$ cat config.mk
export PLATFORM = sky130hd
export DESIGN_NAME = dvfs_threshold_governor
export DESIGN_NICKNAME = d
export VERILOG_FILES = /design/src/sv/dtg_pkg.sv /design/src/sv/dtg_front.sv /design/src/sv/dtg_queue.sv /design/src/sv/dtg_back.sv /design/src/sv/dvfs_threshold_governor.sv
export SDC_FILE = /design/constraint.sdc
export NUM_CORES = 2
export LEC_CHECK = 0
export BUFFER_PORTS_ARGS = -buffer_cell sky130_fd_sc_hd__buf_2
export CAP_MARGIN = 10
export CORE_AREA = 3 3 424 426
export CTS_BUF_LIST = sky130_fd_sc_hd__clkbuf_8 sky130_fd_sc_hd__clkbuf_16
export DETAILED_ROUTE_END_ITERATION = 10
export DIE_AREA = 0 0 427 429
export PLACE_DENSITY = 0.45
export SYNTH_ARGS = -nofsm -noshare
export SYNTH_HDL_FRONTEND = slang
export SYNTH_SLANG_ARGS = --single-unit
$ cat constraint.sdc
create_clock -name aclk -period 21.3 [get_ports aclk]
set_input_delay 3.195 -clock aclk [delete_from_list [all_inputs] [get_ports aclk]]
set_output_delay 3.195 -clock aclk [all_outputs]
set_load 0.1 [all_outputs]
$ cat src/sv/dtg_pkg.sv
// Package with the types and constants of the threshold frequency governor.
`default_nettype none

package dtg_pkg;

    localparam int FREQ_W     = 24;
    localparam int TIME_W     = 48;
    localparam int CNT_W      = 32;
    localparam int UTIL_W     = 7;
    localparam int HYST_W     = 5;
    localparam int QUOT_W     = 7;
    localparam int DIVD_W     = CNT_W + QUOT_W;
    localparam int RATE_W     = 31;
    localparam int WINDOW_W   = RATE_W + 10;
    localparam int CFG_IDX_W  = 3;
    localparam int CFG_DATA_W = 31;
    localparam int BIT_W      = $clog2(QUOT_W);

    localparam logic [UTIL_W-1:0] PCT_FULL = UTIL_W'(100);

    localparam logic REQ_START  = 1'b0;
    localparam logic REQ_SAMPLE = 1'b1;

    typedef enum logic [CFG_IDX_W-1:0] {
        REG_UTIL_HIGH   = 3'd0,
        REG_UTIL_MID    = 3'd1,
        REG_UTIL_LOW    = 3'd2,
        REG_UTIL_HYST   = 3'd3,
        REG_FREQ_HYST   = 3'd4,
        REG_RATE_LIMIT  = 3'd5,
        REG_PASSIVE     = 3'd6,
        REG_BOOST       = 3'd7
    } cfg_reg_t;

    localparam logic [UTIL_W-1:0]   RST_UTIL_HIGH = UTIL_W'(70);
    localparam logic [UTIL_W-1:0]   RST_UTIL_MID  = UTIL_W'(50);
    localparam logic [UTIL_W-1:0]   RST_UTIL_LOW  = UTIL_W'(30);
    localparam logic [HYST_W-1:0]   RST_UTIL_HYST = HYST_W'(5);
    localparam logic [FREQ_W-1:0]   RST_FREQ_HYST = FREQ_W'(100000);
    localparam logic [WINDOW_W-1:0] RST_WINDOW    = WINDOW_W'(10000000);

    typedef struct packed {
        logic [UTIL_W-1:0]   pct_max;
        logic [UTIL_W-1:0]   pct_boost;
        logic [UTIL_W-1:0]   pct_passive;
        logic [HYST_W-1:0]   util_hyst;
        logic [FREQ_W-1:0]   freq_hyst;
        logic [WINDOW_W-1:0] window_ns;
        logic [FREQ_W-1:0]   passive;
        logic [FREQ_W-1:0]   boost;
    } cfg_t;

    typedef struct packed {
        logic                is_sample;
        logic                util_zero;
        logic [TIME_W-1:0]   now;
        logic [DIVD_W-1:0]   dividend;
        logic [CNT_W-1:0]    total;
        logic [FREQ_W-1:0]   lo;
        logic [FREQ_W-1:0]   hi;
        logic [FREQ_W-1:0]   cur;
    } item_t;

    typedef struct packed {
        logic                freq_changed;
        logic [FREQ_W-1:0]   target;
        logic [UTIL_W-1:0]   utilization;
    } result_t;

endpackage

`default_nettype wire

$ cat src/sv/dtg_front.sv
// Front end: accepts items, classifies them and scales idle time for the divider.
`default_nettype none

module dtg_front (
    input  wire logic                          s_valid,
    output logic                               s_ready,
    input  wire logic                          s_req_type,
    input  wire logic [dtg_pkg::TIME_W-1:0]    s_now_ns,
    input  wire logic [dtg_pkg::CNT_W-1:0]     s_idle_time,
    input  wire logic [dtg_pkg::CNT_W-1:0]     s_total_time,
    input  wire logic [dtg_pkg::FREQ_W-1:0]    s_min_freq_khz,
    input  wire logic [dtg_pkg::FREQ_W-1:0]    s_max_freq_khz,
    input  wire logic [dtg_pkg::FREQ_W-1:0]    s_cur_freq_khz,
    input  wire logic                          q_full,
    output logic                               q_push,
    output dtg_pkg::item_t                     q_item
);

    logic [dtg_pkg::DIVD_W-1:0] idle_ext;

    assign idle_ext = dtg_pkg::DIVD_W'(s_idle_time);
    assign s_ready  = !q_full;
    assign q_push   = s_valid && !q_full;

    always_comb begin
        q_item.is_sample = (s_req_type == dtg_pkg::REQ_SAMPLE);
        q_item.util_zero = (s_total_time == '0) || (s_idle_time > s_total_time);
        q_item.now       = s_now_ns;
        // Idle time times one hundred, as 64 + 32 + 4.
        q_item.dividend  = (idle_ext << 6) + (idle_ext << 5) + (idle_ext << 2);
        q_item.total     = s_total_time;
        q_item.lo        = s_min_freq_khz;
        q_item.hi        = s_max_freq_khz;
        q_item.cur       = s_cur_freq_khz;
    end

endmodule

`default_nettype wire

$ cat src/sv/dtg_queue.sv
// Short queue of classified items between the front end and the back end.
`default_nettype none

module dtg_queue #(
    parameter int DEPTH = 2
) (
    input  wire logic            aclk,
    input  wire logic            aresetn,
    input  wire logic            push,
    input  wire dtg_pkg::item_t  push_item,
    output logic                 full,
    input  wire logic            pop,
    output logic                 not_empty,
    output dtg_pkg::item_t       head
);

    localparam int PTR_W = (DEPTH > 1) ? $clog2(DEPTH) : 1;
    localparam int CNT_W = $clog2(DEPTH + 1);

    dtg_pkg::item_t   entries_reg [DEPTH];
    logic [PTR_W-1:0] wr_ptr_reg;
    logic [PTR_W-1:0] rd_ptr_reg;
    logic [CNT_W-1:0] count_reg;
    logic             do_push;
    logic             do_pop;

    assign full      = (count_reg == CNT_W'(DEPTH));
    assign not_empty = (count_reg != '0);
    assign head      = entries_reg[rd_ptr_reg];
    assign do_push   = push && !full;
    assign do_pop    = pop && not_empty;

    function automatic logic [PTR_W-1:0] ptr_inc(input logic [PTR_W-1:0] ptr);
        logic [PTR_W-1:0] res;
        res = (ptr == PTR_W'(DEPTH - 1)) ? '0 : ptr + PTR_W'(1);
        return res;
    endfunction

    always_ff @(posedge aclk) begin
        if (do_push) begin
            entries_reg[wr_ptr_reg] <= push_item;
        end
    end

    always_ff @(posedge aclk) begin
        if (!aresetn) begin
            wr_ptr_reg <= '0;
            rd_ptr_reg <= '0;
            count_reg  <= '0;
        end else begin
            if (do_push) begin
                wr_ptr_reg <= ptr_inc(wr_ptr_reg);
            end
            if (do_pop) begin
                rd_ptr_reg <= ptr_inc(rd_ptr_reg);
            end
            if (do_push && !do_pop) begin
                count_reg <= count_reg + CNT_W'(1);
            end else if (do_pop && !do_push) begin
                count_reg <= count_reg - CNT_W'(1);
            end
        end
    end

endmodule

`default_nettype wire

$ cat src/sv/dtg_back.sv
// Back end: rate limit check, serial utilization divider, level choice, hysteresis, clamp and result register.
`default_nettype none

module dtg_back (
    input  wire logic                  aclk,
    input  wire logic                  aresetn,
    input  wire dtg_pkg::cfg_t         cfg,
    input  wire logic                  q_valid,
    input  wire dtg_pkg::item_t        q_item,
    output logic                       q_pop,
    output logic                       m_valid,
    input  wire logic                  m_ready,
    output dtg_pkg::result_t           m_result
);

    typedef enum logic [2:0] {
        ST_IDLE,
        ST_CHECK,
        ST_DIV,
        ST_PICK,
        ST_HOLD,
        ST_CLAMP,
        ST_OUT
    } state_t;

    state_t                         state_reg;
    dtg_pkg::item_t                 item_reg;
    logic [dtg_pkg::DIVD_W-1:0]     rem_reg;
    logic [dtg_pkg::QUOT_W-1:0]     quo_reg;
    logic [dtg_pkg::BIT_W-1:0]      bit_reg;
    logic [dtg_pkg::UTIL_W-1:0]     util_reg;
    logic [dtg_pkg::FREQ_W-1:0]     cand_reg;
    logic [dtg_pkg::FREQ_W-1:0]     held_reg;
    logic [dtg_pkg::FREQ_W-1:0]     prev_freq_reg;
    logic [dtg_pkg::TIME_W-1:0]     last_time_reg;
    dtg_pkg::result_t               res_reg;
    logic                           m_valid_reg;
    dtg_pkg::result_t               m_result_reg;

    logic [dtg_pkg::TIME_W-1:0]     elapsed;
    logic                           past_window;
    logic [dtg_pkg::DIVD_W-1:0]     divisor_sh;
    logic                           div_fits;
    logic [dtg_pkg::DIVD_W-1:0]     rem_next;
    logic [dtg_pkg::QUOT_W-1:0]     quo_next;
    logic [dtg_pkg::UTIL_W-1:0]     util_next;
    logic [dtg_pkg::HYST_W-1:0]     up_hi;
    logic [dtg_pkg::HYST_W-1:0]     up_bo;
    logic [dtg_pkg::HYST_W-1:0]     up_pa;
    logic [dtg_pkg::UTIL_W:0]       thr_hi;
    logic [dtg_pkg::UTIL_W:0]       thr_bo;
    logic [dtg_pkg::UTIL_W:0]       thr_pa;
    logic [dtg_pkg::UTIL_W:0]       util_ext;
    logic [dtg_pkg::FREQ_W-1:0]     cand_next;
    logic [dtg_pkg::FREQ_W-1:0]     diff;
    logic [dtg_pkg::FREQ_W-1:0]     held_next;
    logic [dtg_pkg::FREQ_W-1:0]     floor_f;
    logic [dtg_pkg::FREQ_W-1:0]     final_f;
    logic                           out_free;
    logic                           load_out;

    assign q_pop    = (state_reg == ST_IDLE) && q_valid;
    assign out_free = !m_valid_reg || m_ready;
    assign load_out = (state_reg == ST_OUT) && out_free;
    assign m_valid  = m_valid_reg;
    assign m_result = m_result_reg;

    always_comb begin
        // A sample is evaluated only when it lies at or beyond the end of the window.
        elapsed     = item_reg.now - last_time_reg;
        past_window = (item_reg.now >= last_time_reg)
                      && (elapsed >= dtg_pkg::TIME_W'(cfg.window_ns));

        divisor_sh = dtg_pkg::DIVD_W'(item_reg.total) << bit_reg;
        div_fits   = (rem_reg >= divisor_sh);
        rem_next   = div_fits ? rem_reg - divisor_sh : rem_reg;
        quo_next   = div_fits ? quo_reg | (dtg_pkg::QUOT_W'(1) << bit_reg) : quo_reg;
        util_next  = dtg_pkg::PCT_FULL - quo_next;

        up_hi    = (prev_freq_reg < item_reg.hi) ? cfg.util_hyst : '0;
        up_bo    = (prev_freq_reg < cfg.boost) ? cfg.util_hyst : '0;
        up_pa    = (prev_freq_reg < cfg.passive) ? cfg.util_hyst : '0;
        thr_hi   = {1'b0, cfg.pct_max} + (dtg_pkg::UTIL_W + 1)'(up_hi);
        thr_bo   = {1'b0, cfg.pct_boost} + (dtg_pkg::UTIL_W + 1)'(up_bo);
        thr_pa   = {1'b0, cfg.pct_passive} + (dtg_pkg::UTIL_W + 1)'(up_pa);
        util_ext = {1'b0, util_reg};

        priority if (util_ext >= thr_hi) begin
            cand_next = item_reg.hi;
        end else if (util_ext >= thr_bo) begin
            cand_next = cfg.boost;
        end else if (util_ext >= thr_pa) begin
            cand_next = cfg.passive;
        end else begin
            cand_next = item_reg.lo;
        end

        diff      = (cand_reg >= prev_freq_reg) ? cand_reg - prev_freq_reg
                                                : prev_freq_reg - cand_reg;
        held_next = (diff < cfg.freq_hyst) ? prev_freq_reg : cand_reg;

        floor_f = (held_reg < item_reg.lo) ? item_reg.lo : held_reg;
        final_f = (floor_f > item_reg.hi) ? item_reg.hi : floor_f;
    end

    always_ff @(posedge aclk) begin
        if (!aresetn) begin
            state_reg     <= ST_IDLE;
            m_valid_reg   <= 1'b0;
            prev_freq_reg <= '0;
            last_time_reg <= '0;
        end else begin
            if (load_out) begin
                m_valid_reg  <= 1'b1;
                m_result_reg <= res_reg;
            end else if (m_valid_reg && m_ready) begin
                m_valid_reg <= 1'b0;
            end
            unique case (state_reg)
                ST_IDLE: begin
                    if (q_valid) begin
                        item_reg  <= q_item;
                        state_reg <= ST_CHECK;
                    end
                end
                ST_CHECK: begin
                    if (!item_reg.is_sample) begin
                        prev_freq_reg <= item_reg.cur;
                        last_time_reg <= item_reg.now;
                        res_reg       <= '{freq_changed: 1'b0, target: item_reg.cur,
                                           utilization: '0};
                        state_reg     <= ST_OUT;
                    end else if (!past_window) begin
                        res_reg   <= '{freq_changed: 1'b0, target: prev_freq_reg,
                                       utilization: '0};
                        state_reg <= ST_OUT;
                    end else if (item_reg.util_zero) begin
                        util_reg  <= '0;
                        state_reg <= ST_PICK;
                    end else begin
                        rem_reg   <= item_reg.dividend;
                        quo_reg   <= '0;
                        bit_reg   <= dtg_pkg::BIT_W'(dtg_pkg::QUOT_W - 1);
                        state_reg <= ST_DIV;
                    end
                end
                ST_DIV: begin
                    rem_reg <= rem_next;
                    quo_reg <= quo_next;
                    if (bit_reg == '0) begin
                        util_reg  <= util_next;
                        state_reg <= ST_PICK;
                    end else begin
                        bit_reg <= bit_reg - dtg_pkg::BIT_W'(1);
                    end
                end
                ST_PICK: begin
                    cand_reg  <= cand_next;
                    state_reg <= ST_HOLD;
                end
                ST_HOLD: begin
                    held_reg  <= held_next;
                    state_reg <= ST_CLAMP;
                end
                ST_CLAMP: begin
                    res_reg <= '{freq_changed: (final_f != prev_freq_reg), target: final_f,
                                 utilization: util_reg};
                    if (final_f != prev_freq_reg) begin
                        prev_freq_reg <= final_f;
                        last_time_reg <= item_reg.now;
                    end
                    state_reg <= ST_OUT;
                end
                ST_OUT: begin
                    if (load_out) begin
                        state_reg <= ST_IDLE;
                    end
                end
                default: begin
                    state_reg <= ST_IDLE;
                end
            endcase
        end
    end

endmodule

`default_nettype wire

$ cat src/sv/dvfs_threshold_governor.sv
// Top level of the threshold frequency governor with hysteresis.
// Usage: the input channel (s_valid / s_ready) takes one item per handshake. A
// start item (req_type 0) loads the current frequency and the time stamp; a
// sample item (req_type 1) carries idle and total time and the policy limits.
// Every item gives exactly one result on the output channel (m_valid /
// m_ready): the change flag, the target frequency and the utilization percent.
// A start item or a rate-limited sample passes the states IDLE, CHECK and OUT;
// a sample with zero total or idle above total passes IDLE, CHECK, PICK, HOLD,
// CLAMP and OUT; an evaluated sample also passes DIV, where the restoring
// divider steps one quotient bit per cycle. The back end works on one item at a
// time, so it takes a new item only after the result of the last one is loaded
// into the output register.
// Items are accepted into a QUEUE_DEPTH deep queue while the back end is busy
// or a result waits; s_ready drops only when that queue is full. When the
// receiver stalls, the result register holds its item and the back end waits
// with the next finished result. Reset is synchronous and active low: it
// empties the queue, drops m_valid, clears last frequency and change time, and
// loads the configuration registers with their defaults. Configuration writes
// (cfg_we, cfg_index, cfg_wdata) take effect at the next clock edge.
`default_nettype none

module dvfs_threshold_governor #(
    parameter int QUEUE_DEPTH = 2
) (
    input  wire logic                             aclk,
    input  wire logic                             aresetn,
    input  wire logic                             cfg_we,
    input  wire logic [dtg_pkg::CFG_IDX_W-1:0]    cfg_index,
    input  wire logic [dtg_pkg::CFG_DATA_W-1:0]   cfg_wdata,
    input  wire logic                             s_valid,
    output logic                                  s_ready,
    input  wire logic                             s_req_type,
    input  wire logic [dtg_pkg::TIME_W-1:0]       s_now_ns,
    input  wire logic [dtg_pkg::CNT_W-1:0]        s_idle_time,
    input  wire logic [dtg_pkg::CNT_W-1:0]        s_total_time,
    input  wire logic [dtg_pkg::FREQ_W-1:0]       s_min_freq_khz,
    input  wire logic [dtg_pkg::FREQ_W-1:0]       s_max_freq_khz,
    input  wire logic [dtg_pkg::FREQ_W-1:0]       s_cur_freq_khz,
    output logic                                  m_valid,
    input  wire logic                             m_ready,
    output logic                                  m_freq_changed,
    output logic [dtg_pkg::FREQ_W-1:0]            m_target_freq_khz,
    output logic [dtg_pkg::UTIL_W-1:0]            m_utilization
);

    dtg_pkg::cfg_t                   cfg_reg;
    logic [dtg_pkg::WINDOW_W-1:0]    rate_ext;
    logic [dtg_pkg::WINDOW_W-1:0]    window_next;
    logic                            q_full;
    logic                            q_push;
    dtg_pkg::item_t                  push_item;
    logic                            q_pop;
    logic                            q_valid;
    dtg_pkg::item_t                  q_head;
    dtg_pkg::result_t                result;

    // Microseconds to nanoseconds: times 1024 - 16 - 8.
    assign rate_ext    = dtg_pkg::WINDOW_W'(cfg_wdata[dtg_pkg::RATE_W-1:0]);
    assign window_next = (rate_ext << 10) - (rate_ext << 4) - (rate_ext << 3);

    always_ff @(posedge aclk) begin
        if (!aresetn) begin
            cfg_reg.pct_max     <= dtg_pkg::RST_UTIL_HIGH;
            cfg_reg.pct_boost   <= dtg_pkg::RST_UTIL_MID;
            cfg_reg.pct_passive <= dtg_pkg::RST_UTIL_LOW;
            cfg_reg.util_hyst   <= dtg_pkg::RST_UTIL_HYST;
            cfg_reg.freq_hyst   <= dtg_pkg::RST_FREQ_HYST;
            cfg_reg.window_ns   <= dtg_pkg::RST_WINDOW;
            cfg_reg.passive     <= '0;
            cfg_reg.boost       <= '0;
        end else if (cfg_we) begin
            unique case (dtg_pkg::cfg_reg_t'(cfg_index))
                dtg_pkg::REG_UTIL_HIGH: begin
                    cfg_reg.pct_max <= cfg_wdata[dtg_pkg::UTIL_W-1:0];
                end
                dtg_pkg::REG_UTIL_MID: begin
                    cfg_reg.pct_boost <= cfg_wdata[dtg_pkg::UTIL_W-1:0];
                end
                dtg_pkg::REG_UTIL_LOW: begin
                    cfg_reg.pct_passive <= cfg_wdata[dtg_pkg::UTIL_W-1:0];
                end
                dtg_pkg::REG_UTIL_HYST: begin
                    cfg_reg.util_hyst <= cfg_wdata[dtg_pkg::HYST_W-1:0];
                end
                dtg_pkg::REG_FREQ_HYST: begin
                    cfg_reg.freq_hyst <= cfg_wdata[dtg_pkg::FREQ_W-1:0];
                end
                dtg_pkg::REG_RATE_LIMIT: begin
                    cfg_reg.window_ns <= window_next;
                end
                dtg_pkg::REG_PASSIVE: begin
                    cfg_reg.passive <= cfg_wdata[dtg_pkg::FREQ_W-1:0];
                end
                dtg_pkg::REG_BOOST: begin
                    cfg_reg.boost <= cfg_wdata[dtg_pkg::FREQ_W-1:0];
                end
                default: begin
                end
            endcase
        end
    end

    dtg_front u_front (
        .s_valid        (s_valid),
        .s_ready        (s_ready),
        .s_req_type     (s_req_type),
        .s_now_ns       (s_now_ns),
        .s_idle_time    (s_idle_time),
        .s_total_time   (s_total_time),
        .s_min_freq_khz (s_min_freq_khz),
        .s_max_freq_khz (s_max_freq_khz),
        .s_cur_freq_khz (s_cur_freq_khz),
        .q_full         (q_full),
        .q_push         (q_push),
        .q_item         (push_item)
    );

    dtg_queue #(
        .DEPTH (QUEUE_DEPTH)
    ) u_queue (
        .aclk      (aclk),
        .aresetn   (aresetn),
        .push      (q_push),
        .push_item (push_item),
        .full      (q_full),
        .pop       (q_pop),
        .not_empty (q_valid),
        .head      (q_head)
    );

    dtg_back u_back (
        .aclk     (aclk),
        .aresetn  (aresetn),
        .cfg      (cfg_reg),
        .q_valid  (q_valid),
        .q_item   (q_head),
        .q_pop    (q_pop),
        .m_valid  (m_valid),
        .m_ready  (m_ready),
        .m_result (result)
    );

    assign m_freq_changed    = result.freq_changed;
    assign m_target_freq_khz = result.target;
    assign m_utilization     = result.utilization;

endmodule

`default_nettype wire

==> impl_metrics.tcl <==
set metrics [dict create \
    dpl.hpwl_mm 124 \
    drc 0 \
    antenna_found_initial 25 \
    setup_viol 0 \
    grt_overflow 0 \
    critical_path_class "reg2reg" \
    grt_max_degree 143 \
    status "completed" \
    dieHeight_um 429 \
    synth-edff-count 741 \
    post-place-ws_ns 13.19 \
    hold_class "reg2reg" \
    largest_reg_flops 382 \
    p_per_area_mw_per_mm2 115 \
    fin_nets 6182 \
    ys.flop_type "edfxtp_1" \
    insertion_delay_ns 0.75 \
    yosysWarnings 0 \
    portBuffers 257 \
    synthArstFlopShare_pct 0 \
    avgSynthCellArea_um2 10.8 \
    cp_data_required_time_ns 21.94 \
    relSlewSlack_pct 20.3 \
    cts_buffers 108 \
    clock.fmax_mhz 118 \
    drt_iter0_drc 2422 \
    cts_root_buf "clkbuf_16" \
    synth_cell_types 84 \
    tightest_slew_ns 1.20 \
    rsz0062_at_grt "false" \
    syn_nets 5966 \
    post_cts_buffers 0 \
    netlist_instances 5217 \
    grt_pass1_vias 39900 \
    grtUsageTotal_pct 17.7 \
    peakVddDrop_mv 0.0674 \
    vias_per_cell 5.02 \
    cts_sinks 957 \
    synth_top_area_share_pct 39.6 \
    report.final.slew_viol_count 0 \
    die_area_mm2 0.183 \
    cp.arrival_ns 9.12 \
    setup_tns_ns 0 \
    fp.dieW_um 427 \
    wl_per_cell_um 20.9 \
    syn_area_mm2 0.0562 \
    ys_seq_elements 957 \
    cp-end-kind "flip-flop" \
    synthTopCellsByArea "edfxtp_1 40%, ha_1 10%, dfxtp_1 7.7%" \
    place.gp.congestion 0.903 \
    whs_path_depth 0 \
    dp.cells 7663 \
    fin_util_pct 36.1 \
    drive_gt1_share_pct 14.5 \
    clk_path_buf_depth 3 \
    finalWorstSetupSlack_ns 12.83 \
    clk_pin_slew_worst_paths_ns 0.06 \
    crit_path_max_fanout 47 \
    dr.pass1.iters 6 \
    grt_pass1_wl_mm 249 \
    syn2layout_area_growth_pct 13.2 \
    fin_skew_ns 0.0615 \
    fin_crit_ns 8.47 \
    start_kind "flip-flop" \
    hold_buffers 0 \
    cap_violations 0 \
    finalHoldViolCount 0 \
    wl_mm 164 \
    rr_worst_depth 22 \
    finalCritPeriodShare_pct 39.8 \
    cts_resized 0 \
    start_util_pct 31.9 \
    core-area_mm2 0.176 \
    yosysTopAreaCell "edfxtp_1" \
    ant_nets 0 \
    cts_tree "yes" \
    via_count 39500 \
    ys_seq_area_share_pct 47.3 \
    instances_no_fill 7870 \
    ios 258 \
    rows 154 \
    p_leak_nw 25.4 \
    h-tree-depth 3 \
]
==> final timing paths <==
check                                          to  slack (ns)                          start
max          u_back.last_time_reg[4]$_SDFFE_PN0P_       12.83  u_back.item_reg[50]$_DFFE_PP_
min                 u_back.m_result[18]$_DFFE_PP_        0.40   u_back.res_reg[18]$_DFFE_PP_
max reg2reg  u_back.last_time_reg[4]$_SDFFE_PN0P_       12.83  u_back.item_reg[50]$_DFFE_PP_
min reg2reg         u_back.m_result[18]$_DFFE_PP_        0.40   u_back.res_reg[18]$_DFFE_PP_
==> routing by layer <==
metal / track usage, % / wire [µm] / part of all wire [%] / vias to the layer above
met2: 30.4 / 80300 / 49 / 746
li1: - / - / - / 19400
met5: 0 / 7 / 0.0043 / -
met4: 4.71 / 3970 / 2.4 / 2
met3: 2.34 / 6500 / 4.0 / 221
met1: 23.4 / 73400 / 45 / 19100
==> per-stage QoR <==
stage	area, µm²	hold WS (ns)	power, mW
floorplan	56200	0.400	4.72
CTS	63600	0.396	7.39
global placement	60100	0.406	5.50
finish	63600	0.401	7.30
global route	63600	0.411	7.80
detailed placement	60100	0.405	5.51
==> worst max-delay path: stages, from the launching register on <==
cell      delay [ns]
edfxtp_1        0.42
inv_1           0.11
ha_1            0.25
a211o_1         0.26
a31oi_1         0.18
o211ai_1        0.20
a21oi_4         0.81
mux2_2          0.35
nand2_1         0.07
ha_1            0.29
nand4_1         0.24
nor4_4          0.40
nand2_1         0.09
a21bo_1         0.82
and2_4          0.59
a31oi_4         0.14
xnor2_1         0.23
nor4_1          0.57
nand4_1         0.40
o31ai_4         0.30
buf_4           0.48
buf_4           0.72
mux2i_1         0.27
==> power by group <==
part | switching, mW | internal, mW
Sequential | 0.159 | 2.43
Combinational | 1.72 | 1.15
Clock | 0.786 | 1.05
==> area by class of cell <==
cell class,count,area [µm²]
Antenna cell,5,12.5
Clock buffer,118,2850
Clock inverter,84,652
Fill cell,17700,112000
Inverter,404,1520
Multi-Input combinational cell,3649,27400
Sequential cell,957,26600
Tap cell,2340,2930
Timing Repair Buffer,313,1740
==> layout by cell type, fill, tap and decap left out, drive strengths merged, types with 46 or more instances in the layout <==
cell and n:
nor2b 56, inv 435, buf 313, xnor2 131, nor2 192, fa 59
mux2i 233, ha 466, dfxtp 216, clkbuf 118, a31oi 46, o21ai 224
nor3 51, a21o 129, o211ai 48, nand4 62, nand3 94, nand2b 49
edfxtp 741, nand2 701, a21oi 365, xor2 55, mux2 225
==> cells in the mapped netlist (33+ instances only) <==
| cell type | instances |
|---|---|
| a211oi_1 | 40 |
| a21o_1 | 129 |
| a21oi_1 | 365 |
| a31oi_1 | 38 |
| clkbuf_1 | 178 |
| dfxtp_1 | 216 |
| edfxtp_1 | 741 |
| fa_1 | 59 |
| ha_1 | 466 |
| inv_1 | 401 |
| mux2_2 | 225 |
| mux2i_1 | 233 |
| nand2_1 | 701 |
| nand2b_1 | 49 |
| nand3_1 | 94 |
| nand4_1 | 61 |
| nor2_1 | 192 |
| nor2b_1 | 56 |
| nor3_1 | 51 |
| o211ai_1 | 48 |
| o21a_1 | 33 |
| o21ai_0 | 217 |
| xnor2_1 | 131 |
| xor2_1 | 55 |
==> cell families after synthesis <==
kind of cell               after synthesis  synth area share [%]
adders and majority gates              525                  12.5
xor gates and xnor gates               186                  2.90
and+or+nand+nor                       1372                  11.2
muxes                                  476                  9.38
buffers and inverters                  611                  4.37
DFF                                    957                  47.3
AOI/OAI and AO/OA                     1090                  12.5
Power figures use the tool's default switching activity.
